### config.mk
export PLATFORM = sky130hd
export DESIGN_NAME = emg_gesture_interpreter
export DESIGN_NICKNAME = d
export VERILOG_FILES = /design/src/sv/egi_pkg.sv /design/src/sv/egi_lane.sv /design/src/sv/egi_merge.sv /design/src/sv/egi_classify.sv /design/src/sv/emg_gesture_interpreter.sv
export SDC_FILE = /design/constraint.sdc
export NUM_CORES = 1
export LEC_CHECK = 0
export CAP_MARGIN = 20
export CORE_MARGIN = 3
export CORE_UTILIZATION = 50
export DETAILED_ROUTE_END_ITERATION = 10
export DONT_BUFFER_PORTS = 1
export SLEW_MARGIN = 20
export SYNTH_ARGS = -nofsm -noshare
export SYNTH_HDL_FRONTEND = slang
export SYNTH_SLANG_ARGS = --single-unit
### constraint.sdc
create_clock -name clk -period 24.3 [get_ports clk]
set_input_delay 6.075 -clock clk [delete_from_list [all_inputs] [get_ports clk]]
set_output_delay 6.075 -clock clk [all_outputs]
set_load 0.01 [all_outputs]
### src/sv/egi_pkg.sv
// ----------------------------------------------------------------------------
// egi_pkg
// Shared types, codes and constants of the EMG gesture interpreter.
// ----------------------------------------------------------------------------
package egi_pkg;

  localparam int unsigned CHANNELS = 3;
  localparam int unsigned SAMPLE_W = 12;
  localparam int unsigned TIME_W   = 32;
  localparam int unsigned COUNT_W  = 3;
  localparam int unsigned COOL_W   = 15;
  localparam int unsigned SAMPLES_W = 16;
  localparam int unsigned DELAY_W  = 16;

  // window and classification limits
  localparam logic [TIME_W-1:0]    MIN_WINDOW_MS = 32'd80;
  localparam logic [SAMPLES_W-1:0] SAMPLE_CAP    = 16'd65530;
  localparam logic [SAMPLE_W-1:0]  TWO_CH_MARGIN = 12'd240;
  localparam logic [SAMPLE_W-1:0]  ONE_CH_FLOOR  = 12'd1650;
  localparam logic [SAMPLE_W-1:0]  ONE_CH_STRONG = 12'd2500;
  localparam logic [TIME_W-1:0]    ONE_CH_LONG   = 32'd360;
  localparam logic [TIME_W-1:0]    ONE_CH_MID    = 32'd270;
  localparam logic [COUNT_W-1:0]   COUNT_CAP     = 3'd5;
  localparam logic [COOL_W-1:0]    COOL_CAP      = 15'd32767;
  localparam logic [9:0]           MS_PER_SEC    = 10'd1000;

  // configuration register indexes
  localparam logic [2:0] REG_CHANNEL_COUNT  = 3'd0;
  localparam logic [2:0] REG_DIRECTIONAL    = 3'd1;
  localparam logic [2:0] REG_BEND_NEEDED    = 3'd2;
  localparam logic [2:0] REG_UNFOLD_NEEDED  = 3'd3;
  localparam logic [2:0] REG_SWITCH_DELAY   = 3'd4;
  localparam logic [2:0] REG_THRESHOLD      = 3'd5;

  typedef enum logic [1:0] {
    EV_NONE   = 2'd0,
    EV_BEND   = 2'd1,
    EV_UNFOLD = 2'd2,
    EV_OTHER  = 2'd3
  } event_t;

  typedef enum logic [1:0] {
    ACT_NONE     = 2'd0,
    ACT_BENT     = 2'd1,
    ACT_EXTENDED = 2'd2,
    ACT_IGNORED  = 2'd3
  } action_t;

  // stored activity window of one pair, as seen by the classifier
  typedef struct packed {
    logic [TIME_W-1:0]    start_ms;
    logic [TIME_W-1:0]    last_ms;
    logic [SAMPLES_W-1:0] samples;
    logic [SAMPLE_W-1:0]  peak0;
    logic [SAMPLE_W-1:0]  peak1;
    logic [SAMPLE_W-1:0]  peak2;
  } win_t;

endpackage

### src/sv/egi_lane.sv
// ----------------------------------------------------------------------------
// egi_lane
// One EMG channel: masks the incoming sample and tracks the channel peak.
// ----------------------------------------------------------------------------
module egi_lane (
  input  logic [egi_pkg::SAMPLE_W-1:0] sample,
  input  logic                         sample_ok,
  output logic [egi_pkg::SAMPLE_W-1:0] level,
  input  logic [egi_pkg::SAMPLE_W-1:0] level_q,
  input  logic [egi_pkg::SAMPLE_W-1:0] peak,
  input  logic                         fresh,
  output logic [egi_pkg::SAMPLE_W-1:0] peak_next
);

  logic [egi_pkg::SAMPLE_W-1:0] base;

  // unused or invalid channel contributes a zero level
  assign level = sample_ok ? sample : '0;

  // a fresh window starts its peak from zero
  assign base      = fresh ? '0 : peak;
  assign peak_next = (level_q > base) ? level_q : base;

endmodule

### src/sv/egi_merge.sv
// ----------------------------------------------------------------------------
// egi_merge
// Combines the lane levels: largest level and the activity decision.
// ----------------------------------------------------------------------------
module egi_merge (
  input  logic [egi_pkg::SAMPLE_W-1:0] level0,
  input  logic [egi_pkg::SAMPLE_W-1:0] level1,
  input  logic [egi_pkg::SAMPLE_W-1:0] level2,
  input  logic [egi_pkg::SAMPLE_W-1:0] threshold,
  output logic                         active
);

  logic [egi_pkg::SAMPLE_W-1:0] max01;
  logic [egi_pkg::SAMPLE_W-1:0] max012;

  assign max01  = (level1 > level0) ? level1 : level0;
  assign max012 = (level2 > max01) ? level2 : max01;
  assign active = (max012 >= threshold);

endmodule

### src/sv/egi_classify.sv
// ----------------------------------------------------------------------------
// egi_classify
// Classifies a finished activity window and maps the class to an event.
// ----------------------------------------------------------------------------
module egi_classify (
  input  egi_pkg::win_t  win,
  input  logic [1:0]     chans,
  input  logic           directional,
  output egi_pkg::event_t ev
);

  // window classes
  localparam logic [1:0] CLS_IDLE   = 2'd0;
  localparam logic [1:0] CLS_BEND   = 2'd1;
  localparam logic [1:0] CLS_UNFOLD = 2'd2;
  localparam logic [1:0] CLS_OTHER  = 2'd3;

  logic [egi_pkg::TIME_W-1:0]   dur;
  logic [egi_pkg::SAMPLE_W-1:0] diff;
  logic                         long_enough;
  logic [1:0]                   cls;

  assign dur         = win.last_ms - win.start_ms + 32'd1;
  assign long_enough = (dur >= egi_pkg::MIN_WINDOW_MS);
  assign diff        = (win.peak0 > win.peak1) ? (win.peak0 - win.peak1)
                                               : (win.peak1 - win.peak0);

  // class from peaks and duration, by channel count
  always_comb begin
    cls = CLS_IDLE;
    if (chans == 2'd0 || win.samples == '0) begin
      cls = CLS_IDLE;
    end else if (chans == 2'd3) begin
      if (win.peak0 >= win.peak1 && win.peak0 >= win.peak2) begin
        cls = CLS_BEND;
      end else if (win.peak1 >= win.peak0 && win.peak1 >= win.peak2) begin
        cls = CLS_UNFOLD;
      end else begin
        cls = CLS_OTHER;
      end
    end else if (chans == 2'd2) begin
      if (diff < egi_pkg::TWO_CH_MARGIN) begin
        cls = CLS_OTHER;
      end else if (win.peak0 > win.peak1) begin
        cls = CLS_BEND;
      end else begin
        cls = CLS_UNFOLD;
      end
    end else begin
      if (win.peak0 < egi_pkg::ONE_CH_FLOOR) begin
        cls = CLS_IDLE;
      end else if (dur >= egi_pkg::ONE_CH_LONG) begin
        cls = CLS_UNFOLD;
      end else if (win.peak0 < egi_pkg::ONE_CH_STRONG || dur >= egi_pkg::ONE_CH_MID) begin
        cls = CLS_OTHER;
      end else begin
        cls = CLS_BEND;
      end
    end
  end

  // class to event; unfold counts as bend in counted mode
  always_comb begin
    ev = egi_pkg::EV_NONE;
    if (long_enough) begin
      case (cls)
        CLS_BEND:   ev = egi_pkg::EV_BEND;
        CLS_UNFOLD: ev = directional ? egi_pkg::EV_UNFOLD : egi_pkg::EV_BEND;
        CLS_OTHER:  ev = egi_pkg::EV_OTHER;
        default:    ev = egi_pkg::EV_NONE;
      endcase
    end
  end

endmodule

### src/sv/emg_gesture_interpreter.sv
// ----------------------------------------------------------------------------
// emg_gesture_interpreter
// Per-pair EMG activity windows, gesture classification and finger control.
// ----------------------------------------------------------------------------
// Each sample set passes two register stages: the first masks the three
// channel lanes and decides activity, the second reads and rewrites the
// pair's window and finger state, so a new transaction is taken every
// cycle unless the sink stalls, even for the same pair, and its result
// follows the first stage into the output register. The output register
// holds a result while the sink stalls and the first stage still takes one
// more transaction. The pair index travels in tuser; a pair at or above
// PAIR_COUNT leaves all state alone and returns zeros. Configuration writes
// are always ready and take effect at once; they belong to idle periods.
// ----------------------------------------------------------------------------
module emg_gesture_interpreter #(
  parameter int unsigned PAIR_COUNT = 2
) (
  input  logic        clk,
  input  logic        rst,
  // input sample sets
  input  logic        s_tvalid,
  output logic        s_tready,
  input  logic [71:0] s_tdata,   // now_ms, sample_ch0, sample_ch1, sample_ch2, valid_mask
  input  logic        s_tuser,   // pair
  // results
  output logic        m_tvalid,
  input  logic        m_tready,
  output logic [31:0] m_tdata,   // event_res, action, finger_bent, bend_progress,
                                 // unfold_progress, cooldown_ms
  output logic        m_tuser,   // pair_out
  // configuration writes
  input  logic        cfg_valid,
  output logic        cfg_ready,
  input  logic [2:0]  cfg_index,
  input  logic [11:0] cfg_data
);

  localparam int unsigned PIDX_W = (PAIR_COUNT > 1) ? $clog2(PAIR_COUNT) : 1;
  localparam int unsigned SW     = egi_pkg::SAMPLE_W;
  localparam int unsigned TW     = egi_pkg::TIME_W;
  localparam int unsigned CW     = egi_pkg::COUNT_W;

  // configuration registers
  logic [1:0]                  channel_count;
  logic                        directional_mode;
  logic [CW-1:0]               bend_moves_needed;
  logic [CW-1:0]               unfold_moves_needed;
  logic [egi_pkg::DELAY_W-1:0] delay_ms;
  logic [SW-1:0]               active_threshold;

  // per-pair state
  logic                           win_active   [PAIR_COUNT];
  logic [TW-1:0]                  win_start    [PAIR_COUNT];
  logic [TW-1:0]                  win_last     [PAIR_COUNT];
  logic [egi_pkg::SAMPLES_W-1:0]  win_samples  [PAIR_COUNT];
  logic [SW-1:0]                  peak         [PAIR_COUNT][egi_pkg::CHANNELS];
  logic                           bent_state   [PAIR_COUNT];
  logic [CW-1:0]                  bend_count   [PAIR_COUNT];
  logic [CW-1:0]                  unfold_count [PAIR_COUNT];
  logic [TW-1:0]                  cool_until   [PAIR_COUNT];

  // first stage registers
  logic          s1_valid;
  logic          s1_pair;
  logic [TW-1:0] s1_now;
  logic [SW-1:0] s1_level [egi_pkg::CHANNELS];
  logic          s1_active;

  // output register
  logic [31:0] out_data;
  logic        out_pair;

  logic advance;
  logic s1_fire;

  // ---------------------------------------------------------------- config
  assign cfg_ready = 1'b1;

  always_ff @(posedge clk) begin
    if (rst) begin
      channel_count       <= 2'd3;
      directional_mode    <= 1'b0;
      bend_moves_needed   <= 3'd2;
      unfold_moves_needed <= 3'd2;
      delay_ms            <= 16'd1000;
      active_threshold    <= 12'd1500;
    end else if (cfg_valid) begin
      case (cfg_index)
        egi_pkg::REG_CHANNEL_COUNT: channel_count       <= cfg_data[1:0];
        egi_pkg::REG_DIRECTIONAL:   directional_mode    <= cfg_data[0];
        egi_pkg::REG_BEND_NEEDED:   bend_moves_needed   <= cfg_data[2:0];
        egi_pkg::REG_UNFOLD_NEEDED: unfold_moves_needed <= cfg_data[2:0];
        egi_pkg::REG_SWITCH_DELAY:
          delay_ms <= egi_pkg::DELAY_W'(cfg_data[5:0])
                      * egi_pkg::DELAY_W'(egi_pkg::MS_PER_SEC);
        egi_pkg::REG_THRESHOLD:     active_threshold    <= cfg_data;
        default: ;
      endcase
    end
  end

  // ---------------------------------------------------------------- handshake
  assign advance  = !m_tvalid || m_tready;
  assign s_tready = !s1_valid || advance;
  assign s1_fire  = s1_valid && advance;

  // ---------------------------------------------------------------- lanes
  logic [SW-1:0] in_sample [egi_pkg::CHANNELS];
  logic [SW-1:0] in_level  [egi_pkg::CHANNELS];
  logic [SW-1:0] peak_next [egi_pkg::CHANNELS];
  logic [2:0]    in_mask;
  logic [PIDX_W-1:0] idx;
  logic          pair_ok;
  logic          fresh;

  assign in_sample[0] = s_tdata[43:32];
  assign in_sample[1] = s_tdata[55:44];
  assign in_sample[2] = s_tdata[67:56];
  assign in_mask      = s_tdata[70:68];

  assign idx     = PIDX_W'(s1_pair);
  assign pair_ok = (32'(s1_pair) < PAIR_COUNT);
  assign fresh   = !win_active[idx];

  for (genvar c = 0; c < egi_pkg::CHANNELS; c++) begin : g_lane
    egi_lane u_lane (
      .sample    (in_sample[c]),
      .sample_ok (in_mask[c] && (32'(c) < 32'(channel_count))),
      .level     (in_level[c]),
      .level_q   (s1_level[c]),
      .peak      (peak[idx][c]),
      .fresh     (fresh),
      .peak_next (peak_next[c])
    );
  end

  logic in_active;

  egi_merge u_merge (
    .level0    (in_level[0]),
    .level1    (in_level[1]),
    .level2    (in_level[2]),
    .threshold (active_threshold),
    .active    (in_active)
  );

  // first stage
  always_ff @(posedge clk) begin
    if (rst) begin
      s1_valid <= 1'b0;
    end else if (s_tready) begin
      s1_valid <= s_tvalid;
    end
  end

  always_ff @(posedge clk) begin
    if (s_tready) begin
      s1_pair   <= s_tuser;
      s1_now    <= s_tdata[31:0];
      s1_level  <= in_level;
      s1_active <= in_active;
    end
  end

  // ---------------------------------------------------------------- classify
  egi_pkg::win_t   cur_win;
  egi_pkg::event_t cls_ev;

  assign cur_win.start_ms = win_start[idx];
  assign cur_win.last_ms  = win_last[idx];
  assign cur_win.samples  = win_samples[idx];
  assign cur_win.peak0    = peak[idx][0];
  assign cur_win.peak1    = peak[idx][1];
  assign cur_win.peak2    = peak[idx][2];

  egi_classify u_classify (
    .win         (cur_win),
    .chans       (channel_count),
    .directional (directional_mode),
    .ev          (cls_ev)
  );

  // ---------------------------------------------------------------- pair update
  egi_pkg::event_t               ev;
  egi_pkg::action_t              act;
  logic                          active_next;
  logic [TW-1:0]                 start_next;
  logic [egi_pkg::SAMPLES_W-1:0] samples_base;
  logic [egi_pkg::SAMPLES_W-1:0] samples_next;
  logic                          bent_next;
  logic [CW-1:0]                 bend_next;
  logic [CW-1:0]                 unfold_next;
  logic [TW-1:0]                 until_next;
  logic [egi_pkg::COOL_W-1:0]    cool;
  logic [TW-1:0]                 cool_diff;
  logic                          in_cool;
  logic [CW-1:0]                 bend_inc;
  logic [CW-1:0]                 unfold_inc;

  // window tracking
  always_comb begin
    active_next  = win_active[idx];
    start_next   = win_start[idx];
    samples_base = fresh ? '0 : win_samples[idx];
    samples_next = win_samples[idx];
    ev           = egi_pkg::EV_NONE;
    if (s1_active) begin
      active_next  = 1'b1;
      start_next   = fresh ? s1_now : win_start[idx];
      samples_next = (samples_base < egi_pkg::SAMPLE_CAP) ? samples_base + 16'd1
                                                          : samples_base;
    end else if (win_active[idx]) begin
      active_next  = 1'b0;
      samples_next = '0;
      ev           = cls_ev;
    end
  end

  // finger control
  assign in_cool    = (s1_now < cool_until[idx]);
  assign cool_diff  = cool_until[idx] - s1_now;
  assign bend_inc   = (bend_count[idx] < egi_pkg::COUNT_CAP) ? bend_count[idx] + 3'd1
                                                             : bend_count[idx];
  assign unfold_inc = (unfold_count[idx] < egi_pkg::COUNT_CAP) ? unfold_count[idx] + 3'd1
                                                               : unfold_count[idx];

  always_comb begin
    bent_next   = bent_state[idx];
    bend_next   = bend_count[idx];
    unfold_next = unfold_count[idx];
    until_next  = cool_until[idx];
    act         = egi_pkg::ACT_NONE;
    if (!in_cool) begin
      cool = '0;
    end else if (cool_diff > TW'(egi_pkg::COOL_CAP)) begin
      cool = egi_pkg::COOL_CAP;
    end else begin
      cool = cool_diff[egi_pkg::COOL_W-1:0];
    end
    if (ev != egi_pkg::EV_NONE) begin
      if (directional_mode) begin
        if (ev == egi_pkg::EV_BEND || ev == egi_pkg::EV_UNFOLD) begin
          bent_next   = (ev == egi_pkg::EV_BEND);
          bend_next   = '0;
          unfold_next = '0;
          act = (ev == egi_pkg::EV_BEND) ? egi_pkg::ACT_BENT : egi_pkg::ACT_EXTENDED;
        end
      end else if (!bent_state[idx]) begin
        if (ev == egi_pkg::EV_BEND) begin
          bend_next = bend_inc;
          if (bend_inc >= bend_moves_needed) begin
            bent_next   = 1'b1;
            bend_next   = '0;
            unfold_next = '0;
            until_next  = s1_now + TW'(delay_ms);
            cool = (delay_ms > egi_pkg::DELAY_W'(egi_pkg::COOL_CAP)) ? egi_pkg::COOL_CAP
                                                   : delay_ms[egi_pkg::COOL_W-1:0];
            act = egi_pkg::ACT_BENT;
          end
        end
      end else if (in_cool) begin
        act = egi_pkg::ACT_IGNORED;
      end else if (ev == egi_pkg::EV_BEND) begin
        unfold_next = unfold_inc;
        if (unfold_inc >= unfold_moves_needed) begin
          bent_next   = 1'b0;
          bend_next   = '0;
          unfold_next = '0;
          act = egi_pkg::ACT_EXTENDED;
        end
      end
    end
  end

  // pair state write-back
  always_ff @(posedge clk) begin
    if (rst) begin
      for (int p = 0; p < PAIR_COUNT; p++) begin
        win_active[p]   <= 1'b0;
        win_start[p]    <= '0;
        win_last[p]     <= '0;
        win_samples[p]  <= '0;
        bent_state[p]   <= 1'b0;
        bend_count[p]   <= '0;
        unfold_count[p] <= '0;
        cool_until[p]   <= '0;
        for (int c = 0; c < egi_pkg::CHANNELS; c++) begin
          peak[p][c] <= '0;
        end
      end
    end else if (s1_fire && pair_ok) begin
      win_active[idx]   <= active_next;
      win_start[idx]    <= start_next;
      win_samples[idx]  <= samples_next;
      bent_state[idx]   <= bent_next;
      bend_count[idx]   <= bend_next;
      unfold_count[idx] <= unfold_next;
      cool_until[idx]   <= until_next;
      if (s1_active) begin
        win_last[idx] <= s1_now;
        peak[idx]     <= peak_next;
      end
    end
  end

  // ---------------------------------------------------------------- output
  always_ff @(posedge clk) begin
    if (rst) begin
      m_tvalid <= 1'b0;
    end else if (advance) begin
      m_tvalid <= s1_valid;
    end
  end

  always_ff @(posedge clk) begin
    if (s1_fire) begin
      out_pair <= s1_pair;
      if (pair_ok) begin
        out_data <= {6'd0, cool, unfold_next, bend_next, bent_next, act, ev};
      end else begin
        out_data <= '0;
      end
    end
  end

  assign m_tdata = out_data;
  assign m_tuser = out_pair;

endmodule

### Yosys cells after proc, flatten, opt, wreduce, memory -nomap -nowiden

Memories as Yosys holds them, arrays and structs flattened. A register that Yosys moved wholly into a read port is not among the register bits.
Index checks and enable logic that the tools add are counted.

| cells by class | value |
|---|---|
| add/sub/neg operators | 9 |
| multiply operators | 1 |
| $lt $le $gt $ge | 28 |
| eq/ne operators | 12 |
| muxes and demuxes | 129 |
| reduce and logical (&&, ||, !) cells | 32 |

Operators with widths:

| kind | number |
|---|---|
| two-way mux 32 bit | 10 |
| two-way mux 12 bit | 12 |
| two-way mux 15 bit | 8 |
| OR reduction 32 bit | 3 |
| two-way mux 16 bit | 5 |
| greater-than comparator 12 bit | 6 |
| two-way mux 3 bit | 22 |
| greater-or-equal comparator 32 x 9 -> 1 bit, second input constant | 2 |
| subtractor 32 bit | 2 |
| greater-or-equal comparator 12 bit | 5 |
| two-way mux 1 bit | 50 |
| two-way mux 2 bit | 20 |
| two-way mux 36 bit | 1 |
| OR reduction 36 bit | 1 |
| adder 32 x 1 -> 32 bit, second input constant | 1 |
| adder 32 x 16 -> 32 bit | 1 |
| greater-or-equal comparator 32 x 7 -> 1 bit, second input constant | 1 |
| greater-than comparator 32 x 15 -> 1 bit, second input constant | 1 |
| less-than comparator 32 bit | 1 |
| subtractor 12 bit | 2 |
| adder 16 x 1 -> 16 bit, second input constant | 1 |
| greater-than comparator 16 x 15 -> 1 bit, second input constant | 1 |
| zero test 16 bit | 1 |
| less-than comparator 16 bit, second input constant | 1 |
| 25 further kinds | 53 |

| word-level totals | value |
|---|---|
| register bits | 133 |
| bits in writable memories | 312 |
| bits of input ports | 93 |
| output and inout port bits | 36 |
| memories | 9 |

Memories:

| name | depth | bits a word | rd ports | clocked after Yosys merged registers in | write ports | line | source |
|---|---|---|---|---|---|---|---|
| peak | 2 | 36 | 1 | 1 | 2 | emg_gesture_interpreter.sv:56 | `logic [SW-1:0] peak [PAIR_COUNT][egi_pkg::CHANNELS];` |
| cool_until | 2 | 32 | 1 | 1 | 2 | emg_gesture_interpreter.sv:60 | `logic [TW-1:0] cool_until [PAIR_COUNT];` |
| win_last | 2 | 32 | 1 | 1 | 2 | emg_gesture_interpreter.sv:54 | `logic [TW-1:0] win_last [PAIR_COUNT];` |
| win_start | 2 | 32 | 1 | 1 | 2 | emg_gesture_interpreter.sv:53 | `logic [TW-1:0] win_start [PAIR_COUNT];` |
| win_samples | 2 | 16 | 1 | 1 | 2 | emg_gesture_interpreter.sv:55 | `logic [egi_pkg::SAMPLES_W-1:0] win_samples [PAIR_COUNT];` |
| bend_count | 2 | 3 | 1 | 1 | 2 | emg_gesture_interpreter.sv:58 | `logic [CW-1:0] bend_count [PAIR_COUNT];` |
| 3 more memories | -- | -- | -- | -- | -- | -- |  |

### Longest topological paths before layout

Gate-level depths: netlist of run 1.

| depth | value |
|---|---|
| word-level depth | 22 |
| depth in mapped cells | 36 |

### Hierarchy

Synthesis of run 1 repeated with hierarchy kept, for this count alone.

| second synthesis, totals | value |
|---|---|
| cells, all modules | 3099 |
| area total of the unflattened synthesis | 31442.7 um2 |

By module, submodules not included:

| module | instances | cells an instance | area each (um2) |
|---|---|---|---|
| emg_gesture_interpreter | 1 | 2042 | 23735.3 |
| egi_classify | 1 | 668 | 4709.5 |
| egi_lane | 3 | 81 | 610.6 |
| egi_merge | 1 | 146 | 1166.1 |

### Least setup slack after synthesis of run 1

OpenSTA, ideal clock, no wires.

| path | value |
|---|---|
| path type | input to output |
| start point | input m_tready |
| end point | output s_tready |
| arrival time | 7713 ps |
| data required time | 18225 ps |
| setup slack | 10512 ps |
| stages on the path | 2 |
| path buffers | 0 |
| cells stage by stage | nor2b_1 > nand2_1 |

| between the ends | value |
|---|---|
| longest elaborated chain between the ends | 2 |

RTL lines:

| what | line | source |
|---|---|---|
| start, declared | emg_gesture_interpreter.sv:27 | `input logic m_tready,` |
| logical OR 1 bit | emg_gesture_interpreter.sv:103 | `assign advance = !m_tvalid \|\| m_tready;` |
| logical OR 1 bit | emg_gesture_interpreter.sv:104 | `assign s_tready = !s1_valid \|\| advance;` |
| end, declared | emg_gesture_interpreter.sv:22 | `output logic s_tready,` |

Every way passes these cells.

### Final worst setup path of run 1

Same ends and word-level chain as after synthesis.

==> results by stage, run 1 <==
Outcome:
- The run finished with clean final reports.

Timing:
- Setup repair after global routing left no endpoint under its margin.
- The worst path uses 53.3% of the clock period.
- The number of max-slew violations in the final report came to 0.
- The worst-case hold slack is 0.448 ns.
- The worst slew slack as a fraction of its limit is 26.2%.
- Across the routed clock network, the largest skew measured is 0.0238 ns.
- Static timing analysis puts the maximum clock frequency at 77.3 MHz.
- The final-report hold violation count came to 0.
- The setup TNS after final layout is 0 ns.
- The transition at the pin with the smallest max-transition slack is 1.10 ns.
- The minimum clock period is 12.94 ns.
- Setup violations remaining at the end of the flow were counted as 0.

Floorplan:
- The standard cell core area is 57900 um^2.
- 129 I/O pins were placed.
- For this configuration, the core starts out at a cell density of 50.6%.
- The initialized floorplan defines 88 standard-cell rows.
- From bottom edge to top edge, the die measures 248 um.
- Measured along the x axis, the die boundary spans 248 um.
- The die covers 61600 um^2.

Placed design:
- In this run the tool buffered the top-level ports with 0 buffer cells.
- The weighted congestion reported at the end of routability-driven placement is 0.907.
- Once placement finished, the instance area stood at 30000 um^2.
- The estimated wirelength of the detail-placed design is 55.5 mm.

Drt:
- After detailed routing, the number of vias per cell comes to 5.93.
- The post-route DRC violation count is 0.
- The wire length on met2 is 32.5 mm.
- The overall via count from detail_route is 22000.
- The wire length the detailed router placed on met1 is 37.1 mm.
- The total met3 wirelength after detailed routing is 5.35 mm.
- Summed over all layers, the routed wires come to 77.1 mm.
- The pre-antenna-repair detailed-routing pass consisted of 8 iterations.
- The initial DRC count is 1797.
- Dividing the detail-routed wire length by the instance count gives 20.8 um.
- The remaining number of nets flagged by the antenna check after routing is 0.
- The uppermost layer routed is met4.

Clock network:
- The TritonCTS clock tree is yes.
- The number of gates resized after CTS is 0.
- The insertion delay to the later sink of the worst-skew pair is 0.61 ns.
- The clock-pin slew reported for the worst setup and hold paths after clock tree synthesis is 0.05 ns.
- The number of buffers added for setup after CTS is 0.
- The root cell of the clock tree is clkbuf_16.
- The worst-case clock buffer depth is 3.
- The cts-stage hold buffer count is 0.
- The number of clock buffers added by TritonCTS is 50.
- The number of sinks on the clock net is 446.
- CTS built an H-tree with a depth of 2.

GRT:
- The number of antenna violations at the first check in global routing is 3.
- Entering global routing, the biggest net connects 144 pins.
- The residual overflow from global routing is 0.
- The global-route wire length before repair is 120 mm.
- For this run, the total global-route usage over all layers was measured as 25.0%.
- The via count of the first global-routing pass is 21000.

Worst setup path:
- Along the worst path, the maximum fanout reaches 32.
- Walking the worst path, the cells encountered are nor2b_1 > nand2_4.
- For this design, the slowest cell found on the critical path is nand2_4.
- The endpoint identified for the worst register-to-register timing path is cool_until[1][11].
- The critical path in this run is classified as input port to output port.
- For the worst flop-to-flop path, the logic depth is 25.
- STA classifies the critical path startpoint as an input port.
- The number of buffers and inverters on the critical path is 0.
- The critical path capture point type is an output port.
- The endpoint arrival time on the critical path is 6.87 ns.
- Across all register-to-register paths, the minimum setup slack is 15.94 ns.
- The cell family contributing the most delay on the critical path is simple AND/OR/NAND/NOR gates.
- The capturing instance or port of the critical path is s_tready.
- In this run the number of cells on the critical path is 2.
- The worst setup path startpoint is m_tready.
- The largest single stage delay on the critical path is 0.38 ns.
- For the worst setup path, the data required time is 18.22 ns.

Flow run:
- The reported max-cap violation count is 0.

Cells and area:
- Of the cells placed in the final design, the portion with a size suffix greater than 1 is 7.75%.
- The number of fill cells in the layout is 5214.
- From synthesis to final layout, the design area changed by 7.83%.
- The final net count is 3274.
- For this run, the share of the core covered by cells in the final layout is 54.6%.
- Summing all non-filler instances in the final layout gives an area of 31600 um^2.

Pwr:
- The design draws 2.23 mW.
- The total power density per cell area is 70.7 nW/um^2.
- The worst-case vdd ir drop is 0.0461 mV.
- The leakage power summed over all cells is 13.1 nW.

Logic synthesis:
- The area of the mapped netlist is 29300 um^2.
- The count of unique library cells instantiated by Yosys is 86.
- Yosys mapped a number of flops with a built-in enable equal to 409.
- The Yosys step of the flow raised 0 warnings.
- Averaged over all synthesized cells, the footprint is 9.91 um^2.
- The count of mapped cells out of synthesis is 2961.
- Of all flip-flops after synthesis, the portion carrying an async set or reset was 0%.
- The most used flip-flop cell after synthesis is edfxtp_1.
- After synthesis the netlist holds a flip-flop and latch count of 446.
- After synthesis, flip-flops and latches occupy 44.4% of the total area.

Worst hold path:
- The startpoint of the lowest-slack hold path is active_threshold[9].
- The min-delay analysis places its worst path in the category flop to flop.
==> final cells by class <==
cell class	count	area, um^2	share of cell area (%)
multi-input cells	2212	15200	48.0
flip-flops and latches	446	13000	41.2
clock buffers	63	1340	4.24
well taps	765	957	3.03
inverters	166	623	1.97
clock inverters	29	289	0.914
repair buffers	27	215	0.680
diodes	1	2.50	0.00791
==> flip-flops by register name (all words and copies together) (netlist names), 6 cells and up, named ones only <==
name,cells
win_samples,32
peak,72
win_last,64
cool_until,64
win_start,64
bend_count,6
active_threshold,12
delay_ms,13
unfold_count,6
s1_level,36
m_tdata,26
s1_now,32
==> through the flow <==
stage,setup WS (ns),std cells
4_1_cts,11.35,3708
5_1_grt,11.30,3708
3_3_place_gp,11.37,3616
2_1_floorplan,10.51,2966
6_report,11.36,3709
3_5_place_dp,11.35,3616
==> layer usage <==
layer / up-vias / global-route usage [%]
met5: - / 0
met4: 0 / 7.35
met3: 110 / 4.55
met2: 627 / 36.5
met1: 10600 / 37.7
li1: 10700 / -
==> worst min-delay path by stage <==
stage | slack (ns) | cells past startpoint | to
final | 0.45 | 2 | active_threshold[9]
after global routing | 0.48 | 2 | active_threshold[9]
after CTS | 0.45 | 2 | active_threshold[9]
after detailed placement | 0.44 | 2 | active_threshold[9]
after global placement | 0.44 | 2 | active_threshold[1]
after floorplan | 0.44 | 1 | active_threshold[3]
==> power by group <==
group | internal (mW) | total, mW | switching, mW
sequential | 0.884 | 0.911 | 0.0263
combinational | 0.213 | 0.565 | 0.352
clock | 0.445 | 0.759 | 0.314
total | 1.54 | 2.23 | 0.693
==> cell families (layout without fill, tap and decap cells) <==
family | Yosys count | count (layout) | synth area share (%)
mux | 190 | 190 | 6.82
simple gates | 1027 | 1027 | 15.9
flops | 446 | 446 | 44.4
other cells | 2 | 8 | 0.0256
xor+xnor | 73 | 73 | 2.18
fa+ha+maj | 278 | 278 | 12.3
buf+inv | 308 | 285 | 4.21
compound gates | 637 | 637 | 14.2
==> cells in the final DEF (no fill, tap or decap), drive strengths merged, types with 51 or more instances in the layout <==
cell type / instances
mux2i: 111
nor2: 423
ha: 262
nor3: 120
xnor2: 51
mux2: 79
o21ai: 138
clkbuf: 63
a21o: 76
inv: 170
edfxtp: 409
a21oi: 182
nand2: 230
==> Yosys cell counts, types with 12 or more instances <==
library cell	instances	area, um^2
a21oi_1	180	901
o21a_1	30	225
mux2_2	79	890
and2_1	20	125
nor2b_1	27	169
dfxtp_1	37	741
and3_1	22	138
o211ai_1	14	105
mux2i_1	111	1110
a31oi_1	14	87.6
ha_1	262	3280
a211oi_1	42	315
a211o_1	12	105
a2111oi_0	18	158
nor3_1	120	601
clkbuf_1	110	413
inv_1	166	623
o21ai_0	131	656
nand2b_1	37	231
nand2_1	229	860
nand3_1	39	195
edfxtp_1	409	12300
a21o_1	76	571
nor2_1	423	1590
buf_2	12	60.1
or2_2	16	100
xnor2_1	51	447
nand4_1	38	238
fa_1	16	320
xor2_1	22	193
No activity file was read; power rests on OpenSTA's default activity.
==> run 2: changes to the inputs <==
--- a/config.mk
+++ b/config.mk
@@ -10,6 +10,7 @@
 export CORE_UTILIZATION = 50
 export DETAILED_ROUTE_END_ITERATION = 10
 export DONT_BUFFER_PORTS = 1
+export PLACE_DENSITY = 0.68
 export SLEW_MARGIN = 20
 export SYNTH_ARGS = -nofsm -noshare
 export SYNTH_HDL_FRONTEND = slang
==> constraint.sdc (replaced) <==
create_clock -name clk -period 11.2 [get_ports clk]
set_input_delay 2.8 -clock clk [delete_from_list [all_inputs] [get_ports clk]]
set_output_delay 2.8 -clock clk [all_outputs]
set_load 0.01 [all_outputs]
==> run 2 against run 1 <==
Die area did not move; hold slack improved by 0.0087 ns; design area rose by 0.22%; via count rose by 2.1%; critical path depth rose by 29; critical endpoint is now s1_active.
==> results by stage, run 2 (synthesis gave the netlist of run 1 again) <==
Timing:
- After routing, the total negative slack on setup checks comes to 0 ns.
- Counting I/O delays and the setup requirement, the final critical path takes 8.68 ns.
- The final critical-path share of the clock period is 77.5%.
- Setup repair after global routing left no endpoint under its margin.
- The peak clock frequency supported by timing is 115 MHz.
- The final-report hold violation count is 0.
- The setup violation total in the final timing report is 0.
- The number of max-slew violations in the final report is 0.
- The worst slew slack as a fraction of its limit is 28.4%.
- The worst-case hold slack is 0.457 ns.
- The transition at the pin with the smallest max-transition slack is 1.07 ns.
- The worst clock skew is 0.0290 ns.

Placed design:
- Once detailed placement completed, the half-perimeter wirelength came to 55.8 mm.
- The count of buffers added on input and output ports is 0.
- The congestion estimate from routability-driven global placement came to 0.942.

Drt:
- In the final routed layout, each cell accounts on average for 21.0 um.
- After detailed routing, the number of vias per cell comes to 6.05.
- The remaining number of nets flagged by the antenna check after routing is 0.
- For this run, design rule violations remaining after detail routing come to 0.
- Before antenna repair, the detailed router went through 6 iterations.
- The final routed wirelength across all metal layers is 77.9 mm.
- The initial DRC count is 2097.
- The overall via count from detail_route is 22400.

Worst setup path:
- The depth of the worst register-to-register path is 25.
- The startpoint type of the worst setup path is an input port.
- For the worst setup path, the data arrival time is 9.01 ns.
- The maximum cell stage delay along the critical path is 0.40 ns.
- The critical path required time is 11.53 ns.
- In this run the critical register-to-register path is captured at m_tdata[15].
- In this run the worst path has a maximum fanout of 12.
- The critical path's most frequent cell is a21o_1.
- In this run the register-to-register setup slack is 2.85 ns.
- The cell with the largest stage delay on the worst path is a2111oi_0.
- The critical path start-end classification is input port to flop.
- STA classifies the critical path endpoint as a flop.

Clock network:
- Gates resized during post-CTS repair numbered 0.
- The clock tree synthesis step divided the H-tree into 2 levels.
- The clock net in this run drives a total of 446 sinks.
- The number of hold buffers added after CTS was 0.
- After clock tree synthesis, the clock-pin slew on the worst setup and hold paths is 0.06 ns.
- The insertion delay to the later sink of the worst-skew pair is 0.61 ns.
- The worst-case clock buffer depth is 3.
- The root cell of the clock tree is clkbuf_16.
- In this run, CTS created clock tree buffers numbering 48.
- The TritonCTS clock tree is yes.
- The number of buffers added for setup after CTS is 0.

Worst hold path:
- The worst hold path was traced through 2 stages.
- The worst hold path begins at active_threshold[5].
- The type of the worst min-delay path is flop to flop.
- The hold-critical path endpoint is active_threshold[5].

Cells and area:
- Leaving out fill and tap cells, the most frequent cell in the layout is nor2_1.
- The post-route netlist has 7.79% of its cells at a drive strength greater than 1.
- Ranked by flip-flop count, first place goes to peak.
- The register with the most flip-flops in the layout has 72 of them.
- The library cells used most frequently in the layout, excluding fill and tap cells, are nor2_1, edfxtp_1, ha_1.
- The multi-input gate area in the final layout is 15200 um^2.
- Summing all flip-flop and latch instances after layout gives 13000 um^2.
- From synthesis to final layout, the design area changed by 8.07%.
- For this run, the post-layout net count is 3271.
- The number of fill cells in the layout is 5082.

Pwr:
- In this run the power density over the cells is 156 nW/um^2.
- Across the VDD grid, the largest voltage drop is 0.118 mV.
- For this design the static power due to leakage is 13.1 nW.

GRT:
- The pin count of the biggest net entering global routing is 95.
- Global routing consumed, on the met1 layer, 36.4% of the routing resources.
- The overall global routing resource usage is 25.0%.
- The residual overflow from global routing is 0.
- The layer flagged by global routing as most heavily used is met2.
- Global routing used 4.28% of the available met3 tracks.
- The first global-routing pass estimated 121 mm of wire.
- The via count of the first global-routing pass came to 21800.
- The number of antenna violations at the first check in global routing is 5.
- Global routing consumed, on the met2 layer, 38.5% of the routing resources.

Floorplan:
- The die covers 61600 um^2.
- The count of standard-cell rows is 88.
- Pin placement for this block handled 129 I/O pins.
- The die is 248 um tall.
- The total area inside the core boundary comes to 57900 um^2.
- In this run the horizontal extent of the chip is 248 um.
- Once the floorplan was initialized, standard cells occupied 50.6% of the core.

Outcome:
- The run finished with clean final reports.

Flow run:
- The reported max-cap violation count is 0.
## run 2: cell count changes in the layout (fill, tap and decap cells not counted), sizes merged
cell      before  now
clkbuf        63   55
diode          1    2
clkinv        18   14
bufinv         5    9
buf           27   26
clkinvlp       2    4
inv          170  173
## run 2: critical path: cells and delay by family
kind | cells | cell delay, ns
fa+ha+maj | 3 | 0.94
compound gates | 20 | 4.14
simple gates | 7 | 0.90
buf+inv | 1 | 0.24
## run 2: routing by layer
| layer | up-vias | wire (um) |
|---|---|---|
| li1 | 10700 | - |
| met1 | 10800 | 35200 |
| met2 | 813 | 34500 |
| met3 | 110 | 6140 |
| met4 | 4 | 1980 |
| met5 | - | 27 |
## run 2: report_power, final
group / switching [mW] / leakage, nW / total, mW / internal [mW]
Combinational: 0.775 / 7.72 / 1.24 / 0.464
Sequential: 0.0588 / 4.58 / 1.98 / 1.92
Clock: 0.693 / 0.826 / 1.72 / 1.03
## run 2: how the worst max path moves through the flow
stage,from,end,slack (ns),cells after the start
6_report,s_tdata[68],s1_active,2.52,31
3_5_place_dp,s_tdata[68],s1_active,2.10,31
3_3_place_gp,s_tdata[68],s1_active,2.11,31
4_1_cts,s_tdata[68],s1_active,2.71,31
2_1_floorplan,s_tdata[68],s1_active,2.52,34
5_1_grt,s_tdata[68],s1_active,2.16,33
## run 2: layout make-up
type	instances	area share, %
diodes	2	0.0158
clock buffers	55	3.97
clock inverters	34	1.42
inverters	166	1.97
multi-input cells	2212	47.9
flip-flops and latches	446	41.1
well taps	765	3.02
repair buffers	26	0.655
## run 2: metrics by stage
step                power, mW  std cells  worst slack (ns)  util [%]  area, um^2
floorplan                2.93       2966              2.52         -       29300
global placement         3.19       3614              2.11      51.8       30000
detailed placement       3.23       3614              2.10      51.8       30000
CTS                      4.95       3703              2.71      54.7       31700
global route             5.17       3705              2.16      54.7       31700
finish                   4.94       3706              2.52      54.7       31700
==> run 3: changes to the inputs <==
--- a/config.mk
+++ b/config.mk
@@ -5,6 +5,7 @@
 export SDC_FILE = /design/constraint.sdc
 export NUM_CORES = 1
 export LEC_CHECK = 0
+export ABC_AREA = 1
 export CAP_MARGIN = 20
 export CORE_MARGIN = 3
 export CORE_UTILIZATION = 50
==> constraint.sdc (replaced) <==
create_clock -name clk -period 7.55 [get_ports clk]
set_input_delay 1.8875 -clock clk [delete_from_list [all_inputs] [get_ports clk]]
set_output_delay 1.8875 -clock clk [all_outputs]
set_load 0.01 [all_outputs]
==> run 3 against run 2 <==
Clock power increased by 37%; area after synthesis rose by 4.8%; synthesized cell count is 28% higher; worst setup slack lost 1.6 ns; flip-flop and latch count is the same; non-clock buffer count up 4; critical path depth is 1 higher; register-to-register slack worse by 1.9 ns.
==> results by stage, run 3 <==
Outcome:
- The run finished with clean final reports.

Pwr:
- The worst-case vdd ir drop is 0.226 mV.
- Overall power consumption after layout is estimated at 7.40 mW.
- The switching power is 2.54 mW.
- The internal power of the cells is 4.86 mW.
- The power share of the sequential group is 39.8%.
- The fraction of power consumed by the clock network is 31.7%.
- The total power density per cell area is 224 nW/um^2.
- The leakage power summed over all cells is 15.5 nW.
- The share of total power dissipated in combinational logic is 28.5%.
- The switching fraction of total power is 34.3%.

Timing:
- The minimum clock period is 6.65 ns.
- The final-report hold violation count was 0.
- The number of max-slew violations in the final report is 0.
- Timing would allow up to 150 MHz.
- At the pin with the least slew margin, the transition time is 0.918 ns.
- The setup violation total in the final timing report is 0.
- Setup total negative slack on the finished layout was measured at 0 ns.
- The worst slew slack as a fraction of its limit is 38.6%.
- Setup repair after global routing left no endpoint under its margin.
- The worst clock skew is 0.0281 ns.
- The final critical-path share of the clock period is 88.1%.

Floorplan:
- The effective utilization at floorplan is 50.7%.
- 129 I/O pins were placed.
- After floorplanning, the core was sized to cover 60600 um^2.
- In this run the vertical extent of the chip is 254 um.
- The count of standard-cell rows is 90.
- The width of the die is 254 um.
- The floorplan step defined a die boundary enclosing 64500 um^2.

Clock network:
- CTS placed an instance of clkbuf_16 at the clock tree root.
- For this design, the CTS-stage hold fixing added 0 buffers.
- The clock-pin slew reported for the worst setup and hold paths after clock tree synthesis is 0.06 ns.
- The maximum level of the CTS H-tree is 2.
- The clock reaches the later pin of the worst-skew pair after 0.61 ns.
- Post-CTS timing repair inserted 0 buffers for setup.
- The number of sinks on the clock net is 446.
- The TritonCTS clock tree is yes.
- The number of gates resized after CTS is 0.
- Buffers inserted during clock tree synthesis total 47.
- The worst-case clock buffer depth is 3.

Logic synthesis:
- The count of mapped cells out of synthesis is 3803.
- The synthesized area per cell is 8.08 um^2.
- The count of flip-flops with a built-in enable after synthesis is 409.
- The netlist uses 69 different library cells.
- Among all flip-flop cells after synthesis, the most frequent one is edfxtp_1.
- The cell area that synthesis handed to floorplanning was 30700 um^2.
- The synthesized design devotes to its leading area cell type 40.0% of total area.
- The synthesized design contains 446 register bits.
- By area the synthesized netlist is led by edfxtp_1, nand2_1, ha_1.
- Ranked by instance count, the synthesized netlist is headed by nand2_1, nor2_1, inv_1, edfxtp_1, ha_1.
- The synthesized design spends more area on one cell type than any other, namely edfxtp_1.
- The proportion of synthesized flip-flops having asynchronous set or reset is 0%.
- Yosys instantiated no cell more often than nand2_1.
- Yosys printed 0 warnings.
- The proportion of synthesized chip area in sequential cells is 42.4%.

Worst setup path:
- Among all stages on the critical path, the largest delay is contributed by dfxtp_4.
- The critical path capture point type is a flop.
- At the worst endpoint, the required time is 8.00 ns.
- STA puts the critical path data arrival time at 7.10 ns.
- Of all nets on the critical path, the largest fanout is 40.
- For this run, the slowest stage of the critical path takes 0.69 ns.
- STA classifies the critical path startpoint as a flop.
- The terminus of the critical flop-to-flop path is cool_until[1][22].
- The setup check on the worst reg-to-reg path leaves a slack of 0.90 ns.
- The critical path's most frequent cell is nand2_1.
- The depth of the worst register-to-register path is 32.
- The critical path start-end classification is flop to flop.

Cells and area:
- The number of fill cells in the layout is 5592.
- Once layout is complete, the utilization of the core stands at 54.6%.
- In the layout the commonest cells are nand2_1, nor2_1, inv_1.
- The share of post-route cells with drive strength above 1 is 5.41%.
- The register with the most flip-flops in the final layout is peak.
- The flip-flop count of the largest register after layout is 72.
- Compared with the post-synthesis result, the final layout area differs by 7.65%.
- The final instance area is 33100 um^2.
- The final net count is 4141.
- Leaving out fill and tap cells, the most frequent cell in the layout is nand2_1.

Worst hold path:
- The startpoint of the lowest-slack hold path is active_threshold[9].
- The hold-critical path endpoint is active_threshold[9].
- The type of the worst min-delay path is flop to flop.
- The hold path depth is 2.

GRT:
- The via count of the first global-routing pass is 23500.
- The overall global routing resource usage is 25.1%.
- Entering global routing, the biggest net connects 87 pins.
- The residual overflow from global routing is 0.
- The number of antenna violations at the first check in global routing is 4.
- The global-route wire length before repair is 127 mm.

Flow run:
- Across the run, the number of max-cap violations was 0.

Drt:
- Summed over all layers, the routed wires come to 81.1 mm.
- The overall via count from detail_route is 25300.
- In this run, the number of DRC markers left after iteration 0 of detailed routing was 2569.
- Dividing the detail-routed via count by the number of cells gives 5.50.
- The first TritonRoute pass finished after 6 iterations.
- The routed length per instance is 17.7 um.
- After detailed routing, the number of remaining DRC violations is 0.
- The detail route stage leaves a number of antenna-violating nets equal to 0.

Placed design:
- The weighted congestion reported at the end of routability-driven placement is 0.914.
- Buffers placed on the I/O ports in this run total 0.
- Once detailed placement completed, the half-perimeter wirelength came to 59.5 mm.
- The placement-stage cell area is 31500 um^2.
## run 3: routing by layer
layer / track usage, % / vias to the layer above / routed length [um]
met1: 36.2 / 11800 / 37000
met3: 5.36 / 127 / 6890
met2: 38.1 / 819 / 34800
li1: - / 12600 / -
met5: 0 / - / 34
met4: 7.39 / 4 / 2430
## run 3: metrics by stage
step,hold slack [ns],setup slack (ns),instances
floorplan,0.435,1.11,3808
finish,0.467,0.901,4591
detailed placement,0.460,0.950,4502
global route,0.500,0.437,4590
global placement,0.454,1.03,4502
CTS,0.472,0.962,4589
## run 3: power groups by stage
stage / registers [mW] / clock network [mW] / logic [mW]
floorplan: 2.95 / 0 / 1.59
global placement: 2.99 / 0 / 2.04
detailed placement: 2.99 / 0 / 2.07
CTS: 2.94 / 2.38 / 2.08
global route: 2.96 / 2.48 / 2.40
finish: 2.94 / 2.35 / 2.11
## run 3: logic make-up (layout without fill, tap and decap cells)
family / count (synthesis) / after routing / share of synthesized area, %
AND/OR/NAND/NOR: 1772 / 1772 / 23.9
flip-flops: 446 / 446 / 42.4
buffers and inverters: 616 / 616 / 7.81
multiplexers: 64 / 64 / 2.13
adder cells (fa/ha/maj): 278 / 278 / 11.7
AO/OA/AOI/OAI: 553 / 553 / 9.96
XOR/XNOR: 72 / 72 / 2.05
other: 2 / 8 / 0.0244
## run 3: critical path: cells and delay by family (launching register included)
family,cells,cell delay [ns]
AND/OR/NAND/NOR,18,2.15
AO/OA/AOI/OAI,6,1.79
buffers and inverters,6,1.11
adder cells (fa/ha/maj),2,0.75
flip-flops,1,0.69
## run 3: final cells by class
type                       count  area [um^2]  area share [%]
multi-input combinational   2746        15400            46.5
sequential                   446        13000            39.4
inverter                     499         1880            5.68
clock buffer                  57         1260            3.82
tap                          782          978            2.96
clock inverter                30          290           0.877
timing repair buffer          30          270           0.817
antenna                        1         2.50         0.00756
## run 3: worst max-delay path by stage
stage / startpoint / end / slack [ns]
floorplan: s_tdata[68] / s1_active / 1.11
global placement: s_tdata[68] / s1_active / 1.03
detailed placement: s_tdata[68] / s1_active / 0.95
CTS: flop / cool_until[0][22] / 0.96
global route: flop / cool_until[0][22] / 0.44
finish: flop / cool_until[1][22] / 0.90
